**config.mk**
```make
export PLATFORM = sky130hd
export DESIGN_NAME = half_float_converter_unit
export DESIGN_NICKNAME = d
export VERILOG_FILES = /design/src/rtl/hfc_pkg.sv /design/src/rtl/half_float_converter_unit.sv
export SDC_FILE = /design/constraint.sdc
export NUM_CORES = 1
export LEC_CHECK = 0
export BUFFER_PORTS_ARGS = -buffer_cell sky130_fd_sc_hd__buf_2
export CAP_MARGIN = 20
export CORE_UTILIZATION = 50
export CTS_CLUSTER_DIAMETER = 60
export DETAILED_ROUTE_END_ITERATION = 10
export GPL_ROUTABILITY_DRIVEN = 0
export PLACE_DENSITY = 0.81
export SYNTH_ARGS = -nofsm -noshare
export SYNTH_HDL_FRONTEND = slang
export SYNTH_SLANG_ARGS = --single-unit
```
**constraint.sdc**
```tcl
create_clock -name clk -period 12.6 [get_ports clk]
set_input_delay 1.89 -clock clk [delete_from_list [all_inputs] [get_ports clk]]
set_output_delay 1.89 -clock clk [all_outputs]
set_load 0.005 [all_outputs]
```
**src/rtl/hfc_pkg.sv**
```systemverilog
// ----------------------------------------------------------------------------
// hfc_pkg: shared types and constants for the half float converter
// Action codes and the fixed bit patterns of the binary32 and binary16
// formats.
// ----------------------------------------------------------------------------
package hfc_pkg;

    typedef enum logic [1:0] {
        ACT_SINGLE_TO_HALF = 2'd0,
        ACT_HALF_TO_SINGLE = 2'd1,
        ACT_SINGLE_TO_BF16 = 2'd2,
        ACT_BF16_TO_SINGLE = 2'd3
    } action_t;

    // Half format fields
    localparam logic [15:0] HALF_SIGN_MASK = 16'h8000;
    localparam logic [15:0] HALF_INF       = 16'h7c00;
    localparam logic [15:0] HALF_QNAN_BIT  = 16'h0200;

    // Single format fields
    localparam logic [31:0] SINGLE_INF     = 32'h7f80_0000;
    localparam logic [7:0]  SINGLE_EXP_MAX = 8'hff;

    // Exponent bias difference (127 - 15) and its derived limits
    localparam logic [7:0]  EXP_REBIAS     = 8'd112;
    localparam logic [7:0]  EXP_HALF_OVF   = 8'd143;  // half exponent reaches 31
    localparam logic [7:0]  EXP_HALF_SUB   = 8'd102;  // smallest exponent kept as subnormal
    localparam logic [7:0]  EXP_SUB_SHIFT  = 8'd126;  // shift = 126 - exponent
    localparam logic [7:0]  EXP_SUB_NORM   = 8'd103;  // single exponent of half subnormal bit 0

endpackage

```
**src/rtl/half_float_converter_unit.sv**
```systemverilog
// ----------------------------------------------------------------------------
// half_float_converter_unit: binary32 / binary16 / bfloat16 converter
// Converts one bit pattern per transaction in the direction chosen by action.
// ----------------------------------------------------------------------------
// Each accepted transaction yields exactly one result, in order. The unit is
// a two-register pipeline: the operand is captured in an input register, the
// whole conversion is one pass of combinational logic, and the result is held
// in an output register. Throughput is one transaction per clock cycle while
// the output is not stalled; each operand passes the input register, then the
// output register. A stall on the output holds both stages; the input is
// stalled only when both stages are full and the output is stalled.
module half_float_converter_unit
(
    input  logic                 clk,
    input  logic                 rst_n,
    input  logic                 in_valid,
    output logic                 in_stall,
    input  logic [1:0]           action,
    input  logic [31:0]          operand_bits,
    output logic                 out_valid,
    input  logic                 out_stall,
    output logic [31:0]          result_bits
);
    import hfc_pkg::*;

    logic        s1_valid_reg;
    logic [1:0]  s1_action_reg;
    logic [31:0] s1_operand_reg;
    logic        out_valid_reg;
    logic [31:0] result_reg;
    logic [31:0] result_next;

    logic        out_hold;
    logic        s1_hold;
    logic        s1_load;
    logic        out_load;

    // Pipeline enables
    assign out_hold = out_valid_reg & out_stall;
    assign s1_hold  = s1_valid_reg & out_hold;
    assign s1_load  = ~s1_hold;
    assign out_load = ~out_hold;
    assign in_stall = s1_hold;

    // Single to half fields
    logic        sh_sign;
    logic [7:0]  sh_exp;
    logic [22:0] sh_mant;
    logic [7:0]  sh_exp_adj;
    logic [4:0]  sh_shift;
    logic [23:0] sh_sig;
    logic [23:0] sh_sig_shr;
    logic [23:0] sh_sig_rnd;
    logic [10:0] sh_sub;
    logic [15:0] sh_result;

    // Half to single fields
    logic        hs_sign;
    logic [4:0]  hs_exp;
    logic [9:0]  hs_mant;
    logic [3:0]  hs_lead;
    logic [3:0]  hs_norm_shift;
    logic [32:0] hs_frac_wide;
    logic [7:0]  hs_sub_exp;
    logic [31:0] hs_result;

    // Convert single to half
    always_comb
    begin
        sh_sign    = s1_operand_reg[31];
        sh_exp     = s1_operand_reg[30:23];
        sh_mant    = s1_operand_reg[22:0];
        sh_exp_adj = sh_exp - EXP_REBIAS;
        sh_shift   = 5'(EXP_SUB_SHIFT - sh_exp);
        sh_sig     = {1'b1, sh_mant};
        sh_sig_shr = sh_sig >> sh_shift;
        sh_sig_rnd = sh_sig >> (sh_shift - 5'd1);
        sh_sub     = sh_sig_shr[10:0] + {10'd0, sh_sig_rnd[0]};
        priority if (sh_exp == SINGLE_EXP_MAX)
        begin
            sh_result = HALF_INF | ((sh_mant != 23'd0) ? HALF_QNAN_BIT : 16'd0);
        end
        else if (sh_exp >= EXP_HALF_OVF)
        begin
            sh_result = HALF_INF;
        end
        else if (sh_exp > EXP_REBIAS)
        begin
            sh_result = {1'b0, sh_exp_adj[4:0], sh_mant[22:13]};
        end
        else if (sh_exp >= EXP_HALF_SUB)
        begin
            sh_result = {5'd0, sh_sub};
        end
        else
        begin
            sh_result = 16'd0;
        end
        if (sh_sign)
        begin
            sh_result = sh_result | HALF_SIGN_MASK;
        end
    end

    // Find the leading one of a half subnormal mantissa
    always_comb
    begin
        hs_lead = 4'd0;
        for (int i = 0; i < 10; i++)
        begin
            if (hs_mant[i])
            begin
                hs_lead = 4'(i);
            end
        end
    end

    // Convert half to single
    always_comb
    begin
        hs_sign       = s1_operand_reg[15];
        hs_exp        = s1_operand_reg[14:10];
        hs_mant       = s1_operand_reg[9:0];
        hs_norm_shift = 4'd10 - hs_lead;
        hs_frac_wide  = {10'd0, hs_mant, 13'd0} << hs_norm_shift;
        hs_sub_exp    = EXP_SUB_NORM + {4'd0, hs_lead};
        priority if (hs_exp == 5'd0 && hs_mant == 10'd0)
        begin
            hs_result = 32'd0;
        end
        else if (hs_exp == 5'd0)
        begin
            hs_result = {1'b0, hs_sub_exp, hs_frac_wide[22:0]};
        end
        else if (hs_exp == 5'h1f)
        begin
            hs_result = SINGLE_INF | {9'd0, hs_mant, 13'd0};
        end
        else
        begin
            hs_result = {1'b0, {3'd0, hs_exp} + EXP_REBIAS, hs_mant, 13'd0};
        end
        hs_result[31] = hs_sign;
    end

    // Select the conversion by action
    always_comb
    begin
        unique case (action_t'(s1_action_reg))
            ACT_SINGLE_TO_HALF: result_next = {16'd0, sh_result};
            ACT_HALF_TO_SINGLE: result_next = hs_result;
            ACT_SINGLE_TO_BF16: result_next = {16'd0, s1_operand_reg[31:16]};
            ACT_BF16_TO_SINGLE: result_next = {s1_operand_reg[15:0], 16'd0};
            default:            result_next = 32'd0;
        endcase
    end

    // Advance the input stage
    always_ff @(posedge clk or negedge rst_n)
    begin
        if (!rst_n)
        begin
            s1_valid_reg <= 1'b0;
        end
        else if (s1_load)
        begin
            s1_valid_reg <= in_valid;
        end
    end

    always_ff @(posedge clk)
    begin
        if (s1_load && in_valid)
        begin
            s1_action_reg  <= action;
            s1_operand_reg <= operand_bits;
        end
    end

    // Advance the output stage
    always_ff @(posedge clk or negedge rst_n)
    begin
        if (!rst_n)
        begin
            out_valid_reg <= 1'b0;
        end
        else if (out_load)
        begin
            out_valid_reg <= s1_valid_reg;
        end
    end

    always_ff @(posedge clk)
    begin
        if (out_load && s1_valid_reg)
        begin
            result_reg <= result_next;
        end
    end

    assign out_valid   = out_valid_reg;
    assign result_bits = result_reg;

endmodule

```
==> out/results.tsv, run 1 <==
stage	metric	value	unit
timing	clk_skew	0.00938	ns
finish	most common cell after layout, fill and taps aside	buf_2	
power	power density cells	112	nW/um^2
critical_path	critical path's largest stage delay	0.45	ns
cts	Worst-path clk slew	0.07	ns
finish	leading cell types in the layout, fill and taps excluded	71 x buf_2, 66 x edfxtp_1, 53 x nand2_1	
synth	post-synthesis mux area share	14.6	%
cts	clock buffer depth	2	
timing	Hold Fails Final Rpt	0	
drt	via/cell ratio	6.42	
global_routing	initial antenna violation count	0	
die	starting density of the core	51.9	%
synth	Syn Inst Count	527	
cts	H-tree depth	3	
timing	RSZ-0062 raised after global routing	false	
critical_path	critical path, cell by cell	buf_4, inv_2, ha_1, buf_4, mux2_2, inv_1, mux4_2, o31ai_1, ha_1, ha_1, inv_1, a221oi_2, nand3_1, mux2i_1, or3_1	
timing	Final min period	4.54	ns
die	row count	36	
global_routing	total track usage	25.2	%
timing	Max Clk Rate	220	MHz
placed_design	Port Buffers	71	
cts	Root Driver	clkbuf_8	
finish	fraction of layout cells with a size suffix above 1	24.1	%
synth	Avg Inst Size Synth	9.67	um^2
die	Die Area	10600	um^2
power	Lkg Pwr	2.21	nW
cts	CTS tree	built	
synth	simple-gate share of the synthesized area	16.8	%
power	worst IR drop on VDD	0.0468	mV
die	die height	103	um
drt	vias	4558	
synth	Seq cells post-synth	68	
power	Sw Pwr	0.203	mW
timing	final setup vio count	0	
critical_path	largest delay contributor family on the critical path	buffers and inverters	
timing	setup TNS	0	ns
power	combinational share of power	27.4	%
global_routing	first-pass GRT wire length	20200	um
power	fraction of power spent switching nets	31.9	%
global_routing	remaining global-route overflow	0	
cts	Num CTS Buffers	9	
die	Die W	103	um
synth	Post-Syn Area	5090	um^2
cts	number of post-CTS setup repair buffers	0	
critical_path	crit path kind	reg2reg	
critical_path	Worst setup EP type	flop	
power	Pint	0.434	mW
critical_path	crit-path max FO	42	
synth	top cell type's share of synthesized area	38.9	%
timing	Tcrit/Tclk final	36.1	%
critical_path	most frequent CP cell	ha_1	
drt	Total Wirelength	12900	um
synth	Synth Area in XOR/XNOR	2.70	%
critical_path	critical path launch point type	flop	
drt	routed length per instance	18.1	um
critical_path	CP max-delay cell	mux4_2	
synth	Unique masters post-synth	68	
synth	register area share after synthesis	39.9	%
cts	clk sinks	68	
drt	Pre-Repair DR Iteration Count	5	
synth	adder-cell share of the synthesized area	2.46	%
synth	most used flip-flop cell after synthesis	edfxtp_1	
drt	drt drc	0	
die	area of the core	9820	um^2
job	# Max-Cap Violations	0	
die	num ports	72	
drt	Detail Route Antenna Nets	0	
power	part of the power in registers	45.6	%
critical_path	sum of buffers and inverters on the critical path	5	
synth	number of enable flip-flop cells after synthesis	66	
critical_path	CP required	12.69	ns
synth	Synth async-reset ratio	2.94	%
finish	Net count, final	620	
global_routing	vias in the first global route	4097	
global_routing	largest net degree at the start of global routing	43	
synth	Compound-Gate Fraction of Synth Area	18.2	%
synth	Synth area leaders	edfxtp_1 39%, mux2i_1 5.5%, mux4_2 4.4%	
worst_hold_path	min-delay worst type	reg2reg	
synth	Post-Syn Nets	575	
timing	Rel. slew slack	28.5	%
cts	# resized after CTS	0	
synth	area leader, netlist	edfxtp_1	
cts	clk_lat worst skew	0.36	ns
timing	worst slew pin tran	1.07	ns
finish	Inserted Diodes	0	
synth	largest family of logic cells by synthesized area	compound AO/OA/AOI/OAI gates	
critical_path	crit path DAT	4.64	ns
critical_path	FF-to-FF setup slack	8.06	ns
drt	number of DRC violations after detailed-routing iteration 0	519	
timing	final max-slew violation count	0	
finish	P&R area growth vs syn	11.5	%
timing	worst hold margin	0.487	ns
power	Clk pwr share	27.0	%
outcome	status	finished clean	
cts	# hold bufs at CTS	0	
synth	YS warnings	0	
placed_design	Final HPWL DP	9060	um
routing by layer:
metal	GRT usage, %	up-vias	routed length [um]
met5	2.88	-	0
met4	9.97	0	415
met3	6.58	57	1570
met2	39.5	319	5810
met1	33.3	2104	5070
li1	-	2078	-
cells by family after synthesis:
kind of cell             after synthesis
AND/OR/NAND/NOR                      176
multiplexers                          58
adder cells (fa/ha/maj)               10
buffers and inverters                 65
flip-flops                            68
XOR/XNOR                              14
AO/OA/AOI/OAI                        136
cells in the mapped netlist (10+ instances only):
| cell type | count |
|---|---|
| a21oi_1 | 29 |
| a22oi_1 | 10 |
| clkbuf_1 | 29 |
| edfxtp_1 | 66 |
| ha_1 | 10 |
| inv_1 | 17 |
| mux2_2 | 18 |
| mux2i_1 | 28 |
| mux4_2 | 10 |
| nand2_1 | 53 |
| nand3_1 | 13 |
| nand4_1 | 11 |
| nor2_1 | 39 |
| nor2b_1 | 13 |
| nor3_1 | 11 |
| o21ai_0 | 26 |
final cells by class:
| class | instances | area, um^2 |
|---|---|---|
| Clock buffer | 9 | 124 |
| Inverter | 18 | 67.6 |
| Fill cell | 904 | 4140 |
| Clock inverter | 7 | 66.3 |
| Timing Repair Buffer | 81 | 434 |
| Multi-Input combinational cell | 394 | 2790 |
| Sequential cell | 68 | 2030 |
| Tap cell | 133 | 166 |
power groups by stage:
stage / logic [mW] / clock network [mW] / registers (mW)
detailed placement: 0.170 / 0 / 0.294
floorplan: 0.132 / 0 / 0.284
finish: 0.174 / 0.172 / 0.291
CTS: 0.171 / 0.176 / 0.290
global placement: 0.164 / 0 / 0.294
global route: 0.188 / 0.187 / 0.292
path summary, 6_finish.rpt:
check / startpoint / endpoint / cells past startpoint
hold reg to reg: s1_valid_reg$_DFFE_PN0N_ / out_valid$_DFFE_PN0N_ / 1
hold / removal: s1_valid_reg$_DFFE_PN0N_ / out_valid$_DFFE_PN0N_ / 1
min in group asynchronous: rst_n / s1_valid_reg$_DFFE_PN0N_ / 1
max in group asynchronous: rst_n / out_valid$_DFFE_PN0N_ / 1
setup / recovery: s1_operand_reg[23]$_DFFE_PP_ / result_bits[10]$_DFFE_PP_ / 15
setup reg to reg: s1_operand_reg[23]$_DFFE_PP_ / result_bits[10]$_DFFE_PP_ / 15
through the flow:
step                cell area [um^2]  power, mW  util, %  setup WS [ns]  instances
CTS                             5680      0.636     57.9           8.16        710
global route                    5680      0.667     57.9           7.81        710
finish                          5680      0.637     57.9           8.06        710
floorplan                       5090      0.416        -           7.89        527
detailed placement              5490      0.464     55.9           8.20        694
global placement                5480      0.458     55.8           8.35        693
Note: power is estimated with default switching activity, not from simulation.
==> run 2: changes to the inputs <==
==> constraint.sdc (replaced) <==
create_clock -name clk -period 4.4 [get_ports clk]
set_input_delay 0.66 -clock clk [delete_from_list [all_inputs] [get_ports clk]]
set_output_delay 0.66 -clock clk [all_outputs]
set_load 0.005 [all_outputs]
==> run 2 against run 1 <==
Compared with the run above: flip-flop and latch count stayed put; hold slack got worse by 0.42 ns; via count about the same; cell count grew 1.1%; die area unchanged; setup slack worse by 7.8 ns; maximum frequency rose by 11%; sequential share of layout area shrank 0.30 points; utilization rose by 0.50 points; critical path type unchanged; largest cell class unchanged.
==> out/results.tsv, run 2 (synthesis results as in run 1) <==
stage	metric	value	unit	change
finish	most common cell after layout, fill and taps aside	buf_2		unchanged
drt	Detail Route Antenna Nets	0		unchanged
global_routing	total track usage	28.5	%	was 25.2%
critical_path	crit-path max FO	15		was 42
finish	cell area after layout	5730	um^2	was 5680 um^2
timing	setup TNS	0	ns	unchanged
critical_path	cells on worst reg2reg path	15		unchanged
cts	number of post-CTS setup repair buffers	0		unchanged
finish	Net count, final	628		was 620
drt	vias	4562		was 4,558
die	Die Area	10600	um^2	unchanged
die	starting density of the core	51.9	%	unchanged
cts	Worst-path clk slew	0.07	ns	about the same
global_routing	remaining global-route overflow	0		unchanged
die	row count	36		unchanged
critical_path	FF-to-FF setup slack	0.30	ns	was 8.06 ns
cts	# hold bufs at CTS	0		unchanged
job	# Max-Cap Violations	0		unchanged
global_routing	initial antenna violation count	0		unchanged
worst_hold_path	min-delay worst type	in2async		was reg2reg
timing	Max Clk Rate	244	MHz	was 220 MHz
critical_path	CP required	4.51	ns	was 12.69 ns
finish	fraction of layout cells with a size suffix above 1	24.8	%	was 24.1%
critical_path	crit path DAT	4.21	ns	was 4.64 ns
finish	post-route core utilization	58.4	%	was 57.9%
power	power density cells	321	nW/um^2	was 112 nW/um^2
finish	Inserted Diodes	0		unchanged
die	area of the core	9820	um^2	unchanged
cts	Root Driver	clkbuf_8		unchanged
timing	Rel. slew slack	28.1	%	was 28.5%
die	die height	103	um	unchanged
finish	P&R area growth vs syn	12.5	%	was 11.5%
global_routing	first-pass GRT wire length	22300	um	was 20,200 um
global_routing	largest net degree at the start of global routing	35		was 43
timing	final max-slew violation count	0		unchanged
drt	drt drc	0		unchanged
timing	RSZ-0062 raised after global routing	false		unchanged
power	Lkg Pwr	2.25	nW	was 2.21 nW
outcome	status	finished clean		unchanged
timing	Tcrit/Tclk final	93.2	%	was 36.1%
timing	Final min period	4.10	ns	was 4.54 ns
timing	Hold Fails Final Rpt	0		unchanged
timing	final setup vio count	0		unchanged
drt	routed length per instance	19.4	um	was 18.1 um
placed_design	Final HPWL DP	9740	um	was 9060 um
cts	H-tree depth	3		unchanged
die	Die W	103	um	unchanged
placed_design	DP Area	5550	um^2	was 5490 um^2
cts	clk_lat worst skew	0.36	ns	about the same
timing	clk_skew	0.00944	ns	was 0.00938 ns
cts	# resized after CTS	0		unchanged
critical_path	Worst setup EP type	flop		unchanged
drt	Total Wirelength	13900	um	was 12,900 um
drt	Pre-Repair DR Iteration Count	6		was 5
critical_path	crit path kind	reg2reg		unchanged
global_routing	vias in the first global route	4257		was 4,097
critical_path	critical path launch point type	flop		unchanged
critical_path	Worst R2R Start	s1_operand_reg[24]$_DFFE_PP_		was s1_operand_reg[23]$_DFFE_PP_
die	num ports	72		unchanged
power	worst IR drop on VDD	0.217	mV	was 0.0468 mV
cts	CTS tree	built		unchanged
cts	clk sinks	68		unchanged
drt	via/cell ratio	6.35		was 6.42
placed_design	Port Buffers	71		unchanged
cts	Num CTS Buffers	9		unchanged
critical_path	reg2reg end	result_bits[10]$_DFFE_PP_		unchanged
timing	worst slew pin tran	1.07	ns	about the same
finish	leading cell types in the layout, fill and taps excluded	71 x buf_2, 66 x edfxtp_1, 53 x nand2_1		unchanged
drt	number of DRC violations after detailed-routing iteration 0	535		was 519
cts	clock buffer depth	2		unchanged
-- run 2: cell types whose count changed in the layout (fill, tap and decap cells not counted), sizes merged --
cell,before,now
inv,19,18
clkinv,3,5
clkbuf,9,10
buf,81,89
clkinvlp,2,0
-- run 2: area by class of cell --
| cell class | instances | area, um^2 |
|---|---|---|
| Multi-Input combinational cell | 394 | 2790 |
| Sequential cell | 68 | 2030 |
| Clock buffer | 10 | 128 |
| Timing Repair Buffer | 89 | 490 |
| Inverter | 18 | 67.6 |
| Tap cell | 133 | 166 |
| Fill cell | 878 | 4090 |
| Clock inverter | 6 | 55.1 |
-- run 2: worst max-delay path by stage --
stage / startpoint / end / slack, ns
floorplan: s1_operand_reg[23]$_DFFE_PP_ / result_bits[10]$_DFFE_PP_ / 0.01
CTS: s1_operand_reg[24]$_DFFE_PP_ / result_bits[10]$_DFFE_PP_ / 0.38
global placement: s1_operand_reg[24]$_DFFE_PP_ / result_bits[10]$_DFFE_PP_ / 0.55
global route: s1_operand_reg[24]$_DFFE_PP_ / result_bits[10]$_DFFE_PP_ / 0.06
finish: s1_operand_reg[24]$_DFFE_PP_ / result_bits[10]$_DFFE_PP_ / 0.30
detailed placement: s1_operand_reg[24]$_DFFE_PP_ / result_bits[10]$_DFFE_PP_ / 0.39
-- run 2: power by group --
group | leakage [nW] | internal, mW | total (mW) | switching, mW
sequential | 0.665 | 0.773 | 0.836 | 0.0624
combinational | 1.50 | 0.222 | 0.520 | 0.298
clock | 0.0928 | 0.256 | 0.486 | 0.230
-- run 2: worst max-delay path, stage by stage (launching register included) --
cell and delay [ns]:
edfxtp_1 0.54, inv_1 0.08, ha_1 0.72, mux2_2 0.42, nor2_1 0.19, a21oi_1 0.08
mux4_2 0.49, nand2_1 0.08, o31ai_1 0.07, ha_1 0.23, ha_1 0.19, inv_1 0.10
a221oi_2 0.05, nand3_1 0.16, mux2i_1 0.09, or3_1 0.35
-- run 2: through the flow --
| stage | cells | hold WS [ns] | worst slack (ns) | power [mW] |
|---|---|---|---|---|
| floorplan | 527 | 0.364 | 0.0110 | 1.19 |
| global placement | 702 | 0.444 | 0.550 | 1.33 |
| detailed placement | 702 | 0.448 | 0.387 | 1.35 |
| CTS | 718 | 0.0523 | 0.378 | 1.84 |
| global route | 718 | 0.0557 | 0.0609 | 1.93 |
| finish | 718 | 0.0710 | 0.300 | 1.84 |
-- run 2: per-layer routing --
layer  global-route usage, %  wire, um
met1                    38.3      5660
met4                    14.8       549
met5                       0         0
met3                    6.85      1550
met2                    42.9      6180
==> run 3: changes to the inputs <==
--- a/config.mk
+++ b/config.mk
@@ -5,6 +5,7 @@
 export SDC_FILE = /design/constraint.sdc
 export NUM_CORES = 1
 export LEC_CHECK = 0
+export ABC_AREA = 1
 export BUFFER_PORTS_ARGS = -buffer_cell sky130_fd_sc_hd__buf_2
 export CAP_MARGIN = 20
 export CORE_UTILIZATION = 50
==> run 3 against run 2 <==
Compared with the run above: setup slack improved by 0.094 ns; critical endpoint is now result_bits[6]$_DFFE_PP_; combinational power up 17%; cell count increased by 18%.
==> out/results.tsv, run 3 <==
stage	metric	value	unit	change
outcome	status	finished clean		unchanged
timing	setup TNS	0	ns	unchanged
synth	Avg Inst Size Synth	7.65	um^2	was 9.67 um^2
power	part of the power in registers	42.4	%	was 45.4%
global_routing	routing usage on met2	43.0	%	was 42.9%
timing	clk_skew	0.00613	ns	was 0.00944 ns
synth	Synth Area in XOR/XNOR	0.681	%	was 2.70%
finish	Inserted Diodes	0		unchanged
critical_path	CP max-delay cell	edfxtp_1		was ha_1
synth	area leader, netlist	edfxtp_1		unchanged
timing	Final min period	4.01	ns	was 4.10 ns
power	combinational share of power	31.2	%	was 28.2%
critical_path	CP required	4.50	ns	was 4.51 ns
placed_design	Final HPWL DP	10100	um	was 9740 um
finish	P&R area growth vs syn	13.2	%	was 12.5%
finish	fraction of layout cells with a size suffix above 1	18.2	%	was 24.8%
synth	YS warnings	0		unchanged
synth	Post-Syn Area	4960	um^2	was 5090 um^2
die	Die Area	10300	um^2	was 10,600 um^2
synth	Synth async-reset ratio	2.94	%	unchanged
synth	Post-Syn Nets	696		was 575
drt	routed length per instance	16.1	um	was 19.4 um
die	row count	35		was 36
drt	Total Wirelength	13600	um	was 13,900 um
synth	number of enable flip-flop cells after synthesis	66		unchanged
power	fraction of power spent switching nets	35.9	%	was 32.0%
cts	number of post-CTS setup repair buffers	0		unchanged
global_routing	initial antenna violation count	0		unchanged
synth	most used flip-flop cell after synthesis	edfxtp_1		unchanged
critical_path	crit path DAT	4.10	ns	was 4.21 ns
synth	largest family of logic cells by synthesized area	simple AND/OR/NAND/NOR gates		was compound AO/OA/AOI/OAI gates
global_routing	met3 Use GR	6.97	%	was 6.85%
power	Clk pwr share	26.4	%	about the same
critical_path	sum of buffers and inverters on the critical path	3		was 2
synth	Syn Inst Count	648		was 527
finish	cell area after layout	5610	um^2	was 5730 um^2
critical_path	crit path kind	reg2reg		unchanged
finish	most common cell after layout, fill and taps aside	nand2_1		was buf_2
critical_path	critical path's largest stage delay	0.48	ns	was 0.72 ns
cts	Num CTS Buffers	9		unchanged
die	die height	102	um	was 103 um
worst_hold_path	min-delay worst type	in2async		unchanged
synth	post-synthesis mux area share	0.631	%	was 14.6%
critical_path	Worst R2R Start	s1_operand_reg[23]$_DFFE_PP_		was s1_operand_reg[24]$_DFFE_PP_
critical_path	Worst setup EP type	flop		unchanged
timing	Hold Fails Final Rpt	0		unchanged
critical_path	most frequent CP cell	nand2_1		was ha_1
die	num ports	72		unchanged
finish	Reg area	2030	um^2	unchanged
power	Pint	1.25	mW	about the same
drt	via/cell ratio	6.02		was 6.35
synth	Seq cells post-synth	68		unchanged
drt	vias	5109		was 4,562
global_routing	Top Usage Layer GRT	met2		unchanged
synth	register area share after synthesis	41.0	%	was 39.9%
job	# Max-Cap Violations	0		unchanged
critical_path	critical path launch point type	flop		unchanged
synth	Compound-Gate Fraction of Synth Area	13.1	%	was 18.2%
global_routing	remaining global-route overflow	0		unchanged
synth	adder-cell share of the synthesized area	2.52	%	was 2.46%
cts	Worst-path clk slew	0.08	ns	was 0.07 ns
finish	area of the multi-input gates	2470	um^2	was 2790 um^2
synth	Unique masters post-synth	39		was 68
timing	Max Clk Rate	250	MHz	was 244 MHz
cts	CTS tree	built		unchanged
critical_path	critical path, cell by cell	inv_8, ha_1, nand2_1, inv_1, nor2_1, inv_1, nand2_1, o21ai_0, a221oi_1, a21oi_1, a31oi_1, ha_1, ha_1, nand2_2, nor2_4, a21oi_1, nand2_1, o21ai_0, nand2_1, o21ai_0		was inv_1, ha_1, mux2_2, nor2_1, a21oi_1, mux4_2, nand2_1, o31ai_1, ha_1, ha_1, inv_1, a221oi_2, nand3_1, mux2i_1, or3_1
finish	Net count, final	763		was 628
timing	worst slew pin tran	0.625	ns	was 1.07 ns
finish	leading cell types in the layout, fill and taps excluded	161 x nand2_1, 113 x nand3_1, 71 x buf_2		was 71 x buf_2, 66 x edfxtp_1, 53 x nand2_1
power	Total Power	1.95	mW	was 1.84 mW
global_routing	largest net degree at the start of global routing	33		was 35
power	worst IR drop on VDD	0.217	mV	about the same
synth	Synth area leaders	edfxtp_1 40%, nand2_1 12%, nand3_1 11%		was edfxtp_1 39%, mux2i_1 5.5%, mux4_2 4.4%
timing	final setup vio count	0		unchanged
timing	RSZ-0062 raised after global routing	false		unchanged
global_routing	vias in the first global route	4670		was 4,257
global_routing	total track usage	27.8	%	was 28.5%
drt	number of DRC violations after detailed-routing iteration 0	856		was 535
finish	final-layout fill cell count	828		was 878
critical_path	FF-to-FF setup slack	0.39	ns	was 0.30 ns
die	area of the core	9420	um^2	was 9820 um^2
die	Die W	102	um	was 103 um
power	power density cells	347	nW/um^2	was 321 nW/um^2
drt	Detail Route Antenna Nets	0		unchanged
critical_path	critical path launch point	s1_operand_reg[23]$_DFFE_PP_		was s1_operand_reg[24]$_DFFE_PP_
timing	Rel. slew slack	58.1	%	was 28.1%
drt	drt drc	0		unchanged
critical_path	largest delay contributor family on the critical path	simple AND/OR/NAND/NOR gates		was adder cells
global_routing	global routing usage on met1	37.1	%	was 38.3%
timing	Tcrit/Tclk final	91.0	%	was 93.2%
cts	clk_lat worst skew	0.35	ns	was 0.36 ns
cts	clock buffer depth	2		unchanged
power	Lkg Pwr	2.54	nW	was 2.25 nW
synth	simple-gate share of the synthesized area	32.7	%	was 16.8%
cts	Root Driver	clkbuf_8		unchanged
placed_design	Port Buffers	71		unchanged
synth	most frequent cell after synthesis	nand2_1		was edfxtp_1
timing	final max-slew violation count	0		unchanged
global_routing	first-pass GRT wire length	22000	um	was 22,300 um
power	Sw Pwr	0.699	mW	was 0.590 mW
cts	clk sinks	68		unchanged
synth	top cell type's share of synthesized area	40.0	%	was 38.9%
drt	Pre-Repair DR Iteration Count	6		unchanged
cts	# hold bufs at CTS	0		unchanged
placed_design	DP Area	5370	um^2	was 5550 um^2
synth	top post-synthesis cells by count	161 x nand2_1, 113 x nand3_1, 70 x inv_1		was 66 x edfxtp_1, 53 x nand2_1, 39 x nor2_1
die	starting density of the core	52.7	%	was 51.9%
cts	# resized after CTS	0		unchanged
cts	H-tree depth	3		unchanged
critical_path	crit-path max FO	25		was 15
-- run 3: changes by cell type after synthesis, moves of 10 or more --
cell	before	now
o21ai_0	26	52
mux4_2	10	0
nand2_1	53	161
inv_1	17	70
mux2i_1	28	2
clkbuf_1	29	5
nor2b_1	13	0
nand2_2	0	13
o22ai_1	5	18
a21oi_1	29	18
mux2_2	18	1
nand3_1	13	113
-- run 3: layout make-up --
class	count	area share [%]
clock buffer	9	2.21
inverter	76	5.22
timing repair buffer	80	8.25
multi-input combinational	480	44.1
clock inverter	6	1.18
sequential	68	36.2
tap	129	2.88
-- run 3: path summary, 6_finish.rpt --
check	end	cells past startpoint
setup / recovery	result_bits[6]$_DFFE_PP_	20
hold / removal	out_valid$_DFFE_PN0N_	1
setup reg to reg	result_bits[6]$_DFFE_PP_	20
hold reg to reg	out_valid$_DFFE_PN0N_	2
max in group asynchronous	s1_valid_reg$_DFFE_PN0N_	1
min in group clk	s1_operand_reg[6]$_DFFE_PP_	1
-- run 3: worst register-to-register path: cells and delay by family (launching register included) --
| family | cells | cell delay [ns] |
|---|---|---|
| and+or+nand+nor | 7 | 1.00 |
| DFF | 1 | 0.48 |
| adders and majority gates | 3 | 0.95 |
| AOI/OAI and AO/OA | 7 | 0.88 |
| buffers and inverters | 3 | 0.43 |
-- run 3: cell families after synthesis --
| group | after synthesis |
|---|---|
| and+or+nand+nor | 348 |
| AOI/OAI and AO/OA | 116 |
| buffers and inverters | 100 |
| DFF | 68 |
| adders and majority gates | 10 |
| xor gates and xnor gates | 3 |
| muxes | 3 |
-- run 3: through the flow --
step / worst slack (ns) / cells / utilization [%] / hold WS, ns
final: 0.394 / 848 / 59.6 / 0.0741
after global routing: 0.112 / 848 / 59.6 / 0.0678
after CTS: 0.498 / 846 / 59.0 / 0.0730
after detailed placement: 0.508 / 831 / 57.0 / 0.451
after global placement: 0.735 / 831 / 57.0 / 0.445
after floorplan: 0.777 / 648 / - / 0.364
-- run 3: layer usage --
metal | up-vias | wire [um]
met1 | 2326 | 5470
met3 | 53 | 1650
li1 | 2365 | -
met5 | - | 0
met4 | 0 | 374
met2 | 365 | 6160
-- run 3: power groups by stage --
stage | combinational (mW) | sequential, mW | clock [mW]
2_1_floorplan | 0.418 | 0.836 | 0
3_3_place_gp | 0.554 | 0.839 | 0
3_5_place_dp | 0.572 | 0.841 | 0
4_1_cts | 0.574 | 0.827 | 0.521
5_1_grt | 0.669 | 0.831 | 0.552
6_report | 0.607 | 0.827 | 0.515
